## config.mk

```make
export PLATFORM = sky130hd
export DESIGN_NAME = pngup_queue
export DESIGN_NICKNAME = d
export VERILOG_FILES = /design/src/rtl/core/pngup_pkg.sv /design/src/rtl/core/pngup_queue.sv
export SDC_FILE = /design/constraint.sdc
export NUM_CORES = 1
export LEC_CHECK = 0
export BUFFER_PORTS_ARGS = -buffer_cell sky130_fd_sc_hd__clkbuf_2
export CAP_MARGIN = 20
export CORE_MARGIN = 2
export CORE_UTILIZATION = 55
export DETAILED_ROUTE_END_ITERATION = 8
export PLACE_DENSITY_LB_ADDON = 0.1
export SYNTH_ARGS = -nofsm -noshare
export SYNTH_HDL_FRONTEND = slang
export SYNTH_SLANG_ARGS = --single-unit
```

## constraint.sdc

```tcl
create_clock -name clk -period 2.2 [get_ports clk]
set_input_delay 0.44 -clock clk [delete_from_list [all_inputs] [get_ports clk]]
set_output_delay 0.44 -clock clk [all_outputs]
set_load 0.05 [all_outputs]
```

## src/rtl/core/pngup_pkg.sv

```systemverilog
package pngup_pkg;

  localparam int MAX_ROW_BYTES_DEF = 8192;

  localparam int SAMPLE_W      = 16;
  localparam int ROW_SAMPLES_W = 13;
  localparam int CFG_IDX_W     = 1;
  localparam int CFG_DATA_W    = 13;

  localparam logic [CFG_IDX_W-1:0] REG_ROW_SAMPLES  = 1'b0;
  localparam logic [CFG_IDX_W-1:0] REG_SAMPLE_16BIT = 1'b1;

  localparam logic [7:0] UP_FILTER_TYPE = 8'd2;

  localparam int QUEUE_DEPTH = 4;

  // one classified sample, handed from the front to the back
  typedef struct packed {
    logic [7:0] byte0;
    logic [7:0] byte1;
    logic       two;
    logic       first_row;
    logic       need_filter;
    logic       row_end;
  } pngup_cmd_t;

endpackage

```

## src/rtl/core/pngup_queue.sv

```systemverilog
module pngup_queue import pngup_pkg::*; #(
  parameter int W = 8
) (
  input  logic         clk,
  input  logic         rst,
  input  logic         push,
  input  logic [W-1:0] push_data,
  output logic         full,
  input  logic         pop,
  output logic [W-1:0] head,
  output logic         avail
);

  localparam int DEPTH = QUEUE_DEPTH;
  localparam int IW    = (DEPTH > 1) ? $clog2(DEPTH) : 1;
  localparam int CNTW  = $clog2(DEPTH + 1);

  logic [W-1:0]    slots [DEPTH];
  logic [IW-1:0]   wr_ptr;
  logic [IW-1:0]   rd_ptr;
  logic [CNTW-1:0] count;

  assign full  = (count == CNTW'(DEPTH));
  assign avail = (count != '0);
  assign head  = slots[rd_ptr];

  always_ff @(posedge clk) begin
    if (push) begin
      slots[wr_ptr] <= push_data;
    end
  end

  always_ff @(posedge clk) begin
    if (rst) begin
      wr_ptr <= '0;
      rd_ptr <= '0;
      count  <= '0;
    end else begin
      if (push) begin
        wr_ptr <= (wr_ptr == IW'(DEPTH - 1)) ? '0 : wr_ptr + IW'(1);
      end
      if (pop) begin
        rd_ptr <= (rd_ptr == IW'(DEPTH - 1)) ? '0 : rd_ptr + IW'(1);
      end
      if (push && !pop) begin
        count <= count + CNTW'(1);
      end else if (pop && !push) begin
        count <= count - CNTW'(1);
      end
    end
  end

endmodule

```

==> out/metrics.csv, run 1 <==
metric;value;unit
setup.worst_path.end;head[7];
synth-seq-cells;41;
layout.cells.non_filler;145;
yosysUniqueCellTypes;16;
crit_path_end_kind;output port;
yosys_warnings;0;
gp_congestion;0.671;
reg2reg_to;count[2];
fin_ws;0.122;ns
slew_headroom;0.706;
r2r-start;count[0];
area_growth;11.5;%
fin_crit_sh;0.945;
drtPass1Iterations;4;
skew;0.0121;ns
arrival;1.64;ns
drv_cap;0;
worst_pin_slew;0.441;ns
p_comb_frac;0.175;
cpPeakStageDelay;0.53;ns
irDropWorstVdd;606;uV
clock_latency;0.34;ns
hold_violations;0;
power;1.51;mW
rsz0062_at_grt;no;
path_max_fanout;8;
synth_area_leaders;edfxtp_1 (60%), dfxtp_1 (11%), mux4_2 (11%);
drt-total-wl;2.39;mm
synth_seq_area_share;0.714;
pre_cts_ws;0.274;ns
p_clk_frac;0.225;
synth-edff-count;32;
avgSynthCellArea;18.6;um^2
dp_cells;137;
synth_xor_area_frac;0.0110;
r2r_cells;4;
chipHeight;57.9;um
drv_slew;0;
io_pins;22;
path_buf_inv;2;
cp-start-kind;register;
root_buffer;clkbuf_4;
ctsLongestPathBuffers;2;
synth_top_family_by_area;multiplexers;
cts_resized;0;
synth_top_cell_by_area;edfxtp_1;
cts_setup_buffers;0;
synth_nets;105;
path_depth;3;
grt_pass1_wl;3.76;mm
crit_slowest_cell;mux4_2;
min_period;2.08;ns
drtIter0Drc;13;
port_buffers;21;
grt_overflow;0;
setup_viol;0;
ctsHoldBuffers;0;
drt-wirelength-per-cell;16.5;um
drive_above_1_share;0.307;
initial_utilization;0.580;
ys_async_sr_fraction;0;
p_switching;420;uW
antenna_found_initial;0;
grt_usage;0.163;
cts_htree_levels;2;
core_area;2760;um^2
yosys.area_share.simple;0.0493;
ff2ff_setup_slack;0.73;ns
worstSetupPathType;reg2out;
p_int;1.09;mW
cts.sink_count;41;
antennaDiodeCount;0;
clk_pin_slew;0.11;ns
grt_pass1_vias;784;
row_count;19;
die_w;57.9;um
synth-adder-area-share;0.0595;
multi_input_area;427;um^2
vias_per_cell;5.25;
fmax;481;MHz
nets;132;
syn_area;1600;um^2
synth_compound_area_frac;0.00939;
synth_commonest_cells;edfxtp_1 (32), dfxtp_1 (9), mux4_2 (8);
die_area;3350;um^2
seq_power_share;0.600;
synth_top_area_frac;0.601;
swShare;0.278;
fill_cells;207;
register_area;1140;um^2
path_cells;buf_4, mux4_2, clkbuf_2;
hold_path_class;in2reg;
vias;761;
synthCells;86;
crit_family;multiplexers;
status;finished clean;
grt_max_degree;13;
leakage;0.672;nW
synth-main-ff-cell;edfxtp_1;
postRouteAntennaNets;0;
cp.required;1.76;ns
cts_tree;done;
yosysMostFrequentCell;edfxtp_1;
drc_errors;0;
p_per_area;848;nW/um^2
synth_mux_area_frac;0.138;
cts_made_buffers;5;
tns;0;ns
holdWs;0.315;ns
[power by group through the flow]
stage | clock (mW) | combinational [mW] | sequential (mW)
after CTS | 0.359 | 0.269 | 0.908
after floorplan | 0 | 0.211 | 0.915
after global placement | 0 | 0.263 | 0.923
after detailed placement | 0 | 0.267 | 0.925
final | 0.340 | 0.265 | 0.907
after global routing | 0.381 | 0.284 | 0.913
[sequential cells by signal, summed over array words and instances (netlist names), named ones only]
signal  flops
slots      32
count       3
rd_ptr      2
wr_ptr      2
[through the flow]
| stage | utilization | cell area, um^2 |
|---|---|---|
| after floorplan | - | 1600 |
| after global placement | 0.629 | 1730 |
| after detailed placement | 0.629 | 1730 |
| after CTS | 0.647 | 1780 |
| after global routing | 0.647 | 1780 |
| final | 0.647 | 1780 |
[kinds of logic after synthesis]
group | count (synthesis)
flops | 41
simple gates | 15
mux | 12
fa+ha+maj | 7
buf+inv | 6
compound gates | 3
xor+xnor | 2
[layout by cell type, fill, tap and decap left out, types with 4 or more instances in the layout]
master / instances
ha_1: 6
clkbuf_4: 5
dfxtp_1: 9
and2_1: 4
mux2i_1: 4
nor2_1: 7
clkbuf_2: 21
inv_1: 4
edfxtp_1: 32
mux4_2: 8
[routing by layer]
layer	track usage	vias up	routed length (um)
met1	0.196	356	1020
li1	-	381	-
met5	0	-	0
met2	0.269	20	1230
met3	0.0625	4	121
met4	0.0598	0	21
[area by class of cell]
type / count / area share
multi-input combinational: 39 / 0.239
sequential: 41 / 0.640
timing repair buffer: 22 / 0.0632
inverter: 4 / 0.00842
tap: 31 / 0.0218
clock buffer: 7 / 0.0253
clock inverter: 1 / 0.00211
[worst min-delay path by stage]
stage	start	slack, ns	end	depth (start not counted)
final	push_data[3]	0.32	slots[2][3]	1
after global routing	push_data[3]	0.30	slots[3][3]	1
after CTS	push_data[0]	0.29	slots[3][0]	1
after detailed placement	count[2]	0.49	count[2]	2
after global placement	count[2]	0.49	count[2]	2
after floorplan	count[2]	0.46	count[2]	2
Note: power is estimated with default switching activity, not from simulation.
==> inputs of run 2 (changes only) <==
BUFFER_PORTS_ARGS = -buffer_cell sky130_fd_sc_hd__buf_4   (was -buffer_cell sky130_fd_sc_hd__clkbuf_2)
CORE_UTILIZATION = 50   (was 55)
clock period = 1.9 ns   (was 2.2 ns; I/O delays follow)
==> run 2 against run 1 <==
Critical path depth unchanged. Largest power group unchanged. Critical endpoint is now head[4]. Global-route usage down 0.15 points. Clock-buffer cell count decreased by 1. Design area increased by 7.9%. Combinational power is 36% higher. Clock power rose by 61%. Cell count is 9.0% higher. Highest routed layer unchanged. Utilization is 1.7 points lower. Critical path type unchanged. The run now ends with setup timing left.
==> out/metrics.csv, run 2 (same netlist as run 1, synthesis figures left out) <==
metric;value;unit;change
drt-wirelength-per-cell;15.7;um;-5.0%
drc_errors;0;;unchanged
final_area;1920;um^2;+7.9%
hpwlAfterDp;1.68;mm;
drtIter0Drc;36;;+23
vias_per_cell;5.02;;-4.4%
drt-total-wl;2.48;mm;+3.6%
cts_made_buffers;5;;unchanged
fill_cells;255;;+23%
rsz0062_at_grt;yes;;
cp-start-kind;register;;
skew;0.00982;ns;-0.00230 ns
slew_headroom;0.685;;-0.0204
grt_max_degree;13;;unchanged
grt_pass1_vias;787;;+0.38%
core_area;3050;um^2;+11%
drive_above_1_share;0.333;;+0.0263
clock_latency;0.35;ns;about the same
ctsLongestPathBuffers;2;;unchanged
clk_pin_slew;0.12;ns;about the same
violations;setup timing;;
grt_pass1_wl;3.93;mm;+4.6%
cts_tree;done;;
min_period;1.91;ns;
fmax;522;MHz;
status;finished, violations left;;
chipHeight;60.6;um;+4.5%
postRouteAntennaNets;0;;unchanged
cts_htree_levels;2;;unchanged
gp_congestion;0.722;;+7.6%
port_buffers;21;;unchanged
largest_register;slots;;
grt_usage;0.161;;-0.00151
p_per_area;1020;nW/um^2;+20%
hold_violations;0;;unchanged
cts_setup_buffers;0;;unchanged
setup_viol;3;;+3
largest_reg_flops;32;;unchanged
io_pins;22;;unchanged
row_count;20;;+1
worst_pin_slew;0.472;ns;+0.0306 ns
ff2ff_setup_slack;0.40;ns;-0.33 ns
fin_ws;-0.0140;ns;-0.136 ns
antennaDiodeCount;0;;unchanged
root_buffer;clkbuf_4;;
initial_utilization;0.524;;-0.0561
drv_slew;0;;unchanged
irDropWorstVdd;708;uV;+17%
cp.required;1.52;ns;-0.24 ns
drv_cap;0;;unchanged
fin_crit_sh;1.01;;
drtPass1Iterations;2;;-2
nets;132;;unchanged
largestRegisters;slots x32, count x3;;
die_area;3670;um^2;+9.3%
crit_path_end_kind;output port;;
holdWs;0.220;ns;-0.0947 ns
layout_commonest_cell;edfxtp_1;;
antenna_found_initial;0;;unchanged
worstSetupPathType;reg2out;;
vias;793;;+4.2%
final_cell_mix;edfxtp_1 (32), buf_4 (13), mux4_2 (8), buf_6 (8);;
leakage;0.713;nW;+6.1%
area_growth;20.3;%;
hold_path_class;in2reg;;
arrival;1.53;ns;-0.11 ns
place_area;1820;um^2;+4.7%
die_w;60.6;um;+4.5%
path_max_fanout;8;;unchanged
cts.sink_count;41;;unchanged
grt_overflow;0;;unchanged
==> run 2: changes by cell type in the layout (fill, tap and decap cells not counted), sizes merged <==
cell / before / now
buf: 1 / 22
clkbuf: 28 / 6
bufinv: 0 / 1
==> run 2: repair_timing <==
item,CTS,global route
resized for setup,9,1
hold buffers,0,0
hold endpoints to repair,0,0
endpoints found under the setup margin,8,8
==> run 2: final timing paths <==
kind	from	to	cells past startpoint
worst max-delay path	register	head[4]	3
worst min-delay path	push_data[7]	slots[2][7]	1
worst max register to register	count[0]	count[2]	4
worst min register to register	count[2]	count[2]	2
==> run 2: report_power, final <==
part | total, mW | internal, mW | switching, mW
registers | 1.05 | 1.02 | 0.0330
logic | 0.360 | 0.148 | 0.212
clock network | 0.546 | 0.274 | 0.272
total | 1.96 | 1.44 | 0.517
==> run 2: worst max-delay path, stage by stage (launching register included) <==
cell and delay [ns]:
dfxtp_2 0.36, buf_12 0.14, mux4_2 0.52, buf_6 0.17
==> run 2: metrics by stage <==
stage	worst slack (ns)	total power [mW]	cells	utilization	TNS (ns)
5_1_grt	-0.0786	2.04	158	0.630	-0.499
4_1_cts	-0.0381	1.98	158	0.630	-0.191
3_5_place_dp	-0.00509	1.42	150	0.595	-0.00509
3_3_place_gp	0.0900	1.41	150	0.595	0
6_report	-0.0140	1.96	158	0.630	-0.0171
2_1_floorplan	0.0229	1.30	86	-	0
==> run 2: cell type report <==
cell class / instances / area (um^2) / share of cell area
clock buffer: 6 / 41.3 / 0.0215
clock inverter: 2 / 33.8 / 0.0176
inverter: 4 / 15.0 / 0.00781
multi-input combinational: 39 / 427 / 0.222
sequential: 41 / 1140 / 0.595
tap: 44 / 55.1 / 0.0286
timing repair buffer: 22 / 208 / 0.108
==> run 2: metal layers <==
layer,track usage,share of wire,vias to the layer above
met5,0,0,-
met4,0.0652,0.016,0
met3,0.0661,0.051,6
met2,0.247,0.47,17
met1,0.207,0.46,391
li1,-,-,379
==> inputs of run 3 (changes only) <==
BUFFER_PORTS_ARGS = -buffer_cell sky130_fd_sc_hd__buf_2   (was -buffer_cell sky130_fd_sc_hd__buf_4)
==> run 3 against run 2 <==
The run still ends with setup timing left. Hold slack better by 0.024 ns. Utilization down 1.7 points. Fmax up 0.57%. Clock skew up 0.0040 ns. Worst setup slack better by 0.011 ns. Via count up 1.1%. Sequential cell count unchanged. Design area down 2.7%. Combinational power down 4%. First-iteration DRC count down 39%. Wire length down 0.65%. Global-route usage down 0.34 points. Critical endpoint is now head[7].
==> out/metrics.csv, run 3 (same netlist as run 1, synthesis figures left out) <==
metric;value;unit;change
drt-total-wl;2.46;mm;-0.65%
r2r_cells;4;;unchanged
leakage;0.691;nW;-3.0%
cts_tree;done;;
largestRegisters;slots x32, count x3;;
grt_pass1_wl;3.93;mm;-0.18%
area_growth;17.0;%;
drtIter0Drc;22;;-39%
cts.sink_count;41;;unchanged
final_area;1870;um^2;-2.7%
path_buf_inv;2;;unchanged
hpwlAfterDp;1.69;mm;+0.81%
layout_commonest_cell;edfxtp_1;;
pre_cts_ws;0.00912;ns;+0.0142 ns
drtPass1Iterations;4;;+2
violations;setup timing;;
cp-start-kind;register;;
die_area;3670;um^2;unchanged
ctsLongestPathBuffers;2;;unchanged
postRouteAntennaNets;0;;unchanged
port_buffers;21;;unchanged
antenna_found_initial;0;;unchanged
power;1.80;mW;-8.1%
skew;0.0138;ns;+0.00395 ns
irDropWorstVdd;586;uV;-17%
drt-wirelength-per-cell;15.6;um;-0.65%
swShare;0.284;;+0.0199
path_max_fanout;8;;unchanged
fmax;525;MHz;+0.57%
hold_violations;0;;unchanged
fin_util;0.613;;-0.0172
core_area;3050;um^2;unchanged
dp_cells;151;;+0.67%
grt_pass1_vias;819;;+4.1%
p_per_area;963;nW/um^2;-5.5%
p_switching;511;uW;-1.1%
slew_headroom;0.707;;+0.0220
p_clk_frac;0.224;;-0.055
tns;-0.00317;ns;+0.0139 ns
largest_register;slots;;
drive_above_1_share;0.333;;unchanged
drc_errors;0;;unchanged
r2r-start;count[0];;
hold_path_class;in2reg;;
crit_family;multiplexers;;
gp_congestion;0.704;;-2.5%
io_pins;22;;unchanged
vias;802;;+1.1%
seq_power_share;0.584;;+0.046
clk_pin_slew;0.12;ns;about the same
vias_per_cell;5.08;;+1.1%
path_cells;buf_12, mux4_2, buf_6;;
drv_slew;0;;unchanged
hold_end;slots[1][1];;
clock_latency;0.35;ns;about the same
grt_overflow;0;;unchanged
chipHeight;60.6;um;unchanged
fin_crit_sh;1.00;;-0.00570
holdWs;0.244;ns;+0.0239 ns
place_area;1770;um^2;-2.5%
rsz0062_at_grt;yes;;
cts_htree_levels;2;;unchanged
p_comb_frac;0.193;;+0.009
setup_viol;1;;-2
grt_usage;0.158;;-0.00340
crit_slowest_cell;mux4_2;;
antennaDiodeCount;0;;unchanged
layout.cells.non_filler;158;;unchanged
root_buffer;clkbuf_4;;
reg2reg_to;count[2];;
ff2ff_setup_slack;0.40;ns;about the same
cts_made_buffers;5;;unchanged
initial_utilization;0.524;;unchanged
cpPeakStageDelay;0.52;ns;about the same
p_int;1.29;mW;-11%
arrival;1.52;ns;about the same
grt_max_degree;13;;unchanged
largest_reg_flops;32;;unchanged
hp-start;push_data[1];;
fin_ws;-0.00317;ns;+0.0108 ns
cp.required;1.52;ns;about the same
row_count;20;;unchanged
crit_path_end_kind;output port;;
hold_depth;1;;unchanged
worst_pin_slew;0.439;ns;-0.0330 ns
final_cell_mix;edfxtp_1 (32), buf_2 (13), mux4_2 (8), dfxtp_1 (8), buf_6 (8);;
worstSetupPathType;reg2out;;
nets;133;;+0.76%
die_w;60.6;um;unchanged
cts_setup_buffers;0;;unchanged
min_period;1.90;ns;-0.0108 ns
drv_cap;0;;unchanged
status;finished, violations left;;
==> run 3: cell count changes in the layout (fill, tap and decap cells not counted), sizes merged <==
cell | previous run | this run
buf | 22 | 23
bufinv | 1 | 0
clkbuf | 6 | 5
clkinvlp | 0 | 1
==> run 3: power groups by stage <==
stage | Combinational (mW) | Sequential [mW] | Clock [mW]
final | 0.347 | 1.05 | 0.403
after global routing | 0.375 | 1.06 | 0.447
after CTS | 0.352 | 1.05 | 0.420
after detailed placement | 0.318 | 1.07 | 0
after global placement | 0.310 | 1.07 | 0
after floorplan | 0.244 | 1.06 | 0
==> run 3: repair_timing <==
item | 4_1_cts | 5_1_grt
hold buffers | 0 | 0
endpoints found under the setup margin | 8 | 8
pin swaps | 0 | 0
resized for setup | 17 | 0
==> run 3: final cells by class <==
| type | count | area [um^2] |
|---|---|---|
| fill | 244 | 1180 |
| timing repair buffer | 23 | 183 |
| multi-input combinational | 39 | 427 |
| sequential | 41 | 1140 |
| clock buffer | 5 | 37.5 |
| inverter | 4 | 15.0 |
| tap | 44 | 55.1 |
| clock inverter | 2 | 11.3 |
==> run 3: how the worst max path moves through the flow <==
| stage | cells past startpoint | from | slack (ns) | to |
|---|---|---|---|---|
| 4_1_cts | 3 | register | -0.04 | head[7] |
| 2_1_floorplan | 1 | count[1] | 0.02 | full |
| 6_report | 3 | register | -0.003 | head[7] |
| 5_1_grt | 3 | register | -0.08 | head[7] |
| 3_3_place_gp | 8 | pop | 0.1 | count[2] |
| 3_5_place_dp | 8 | pop | 0.009 | count[2] |
==> run 3: per-layer routing <==
layer  vias to the layer above  part of all wire  GRT usage
met3                         5             0.039     0.0448
met5                         -                 0          0
met1                       397              0.44      0.192
li1                        383                 -          -
met4                         0             0.017     0.0839
met2                        17              0.50      0.258
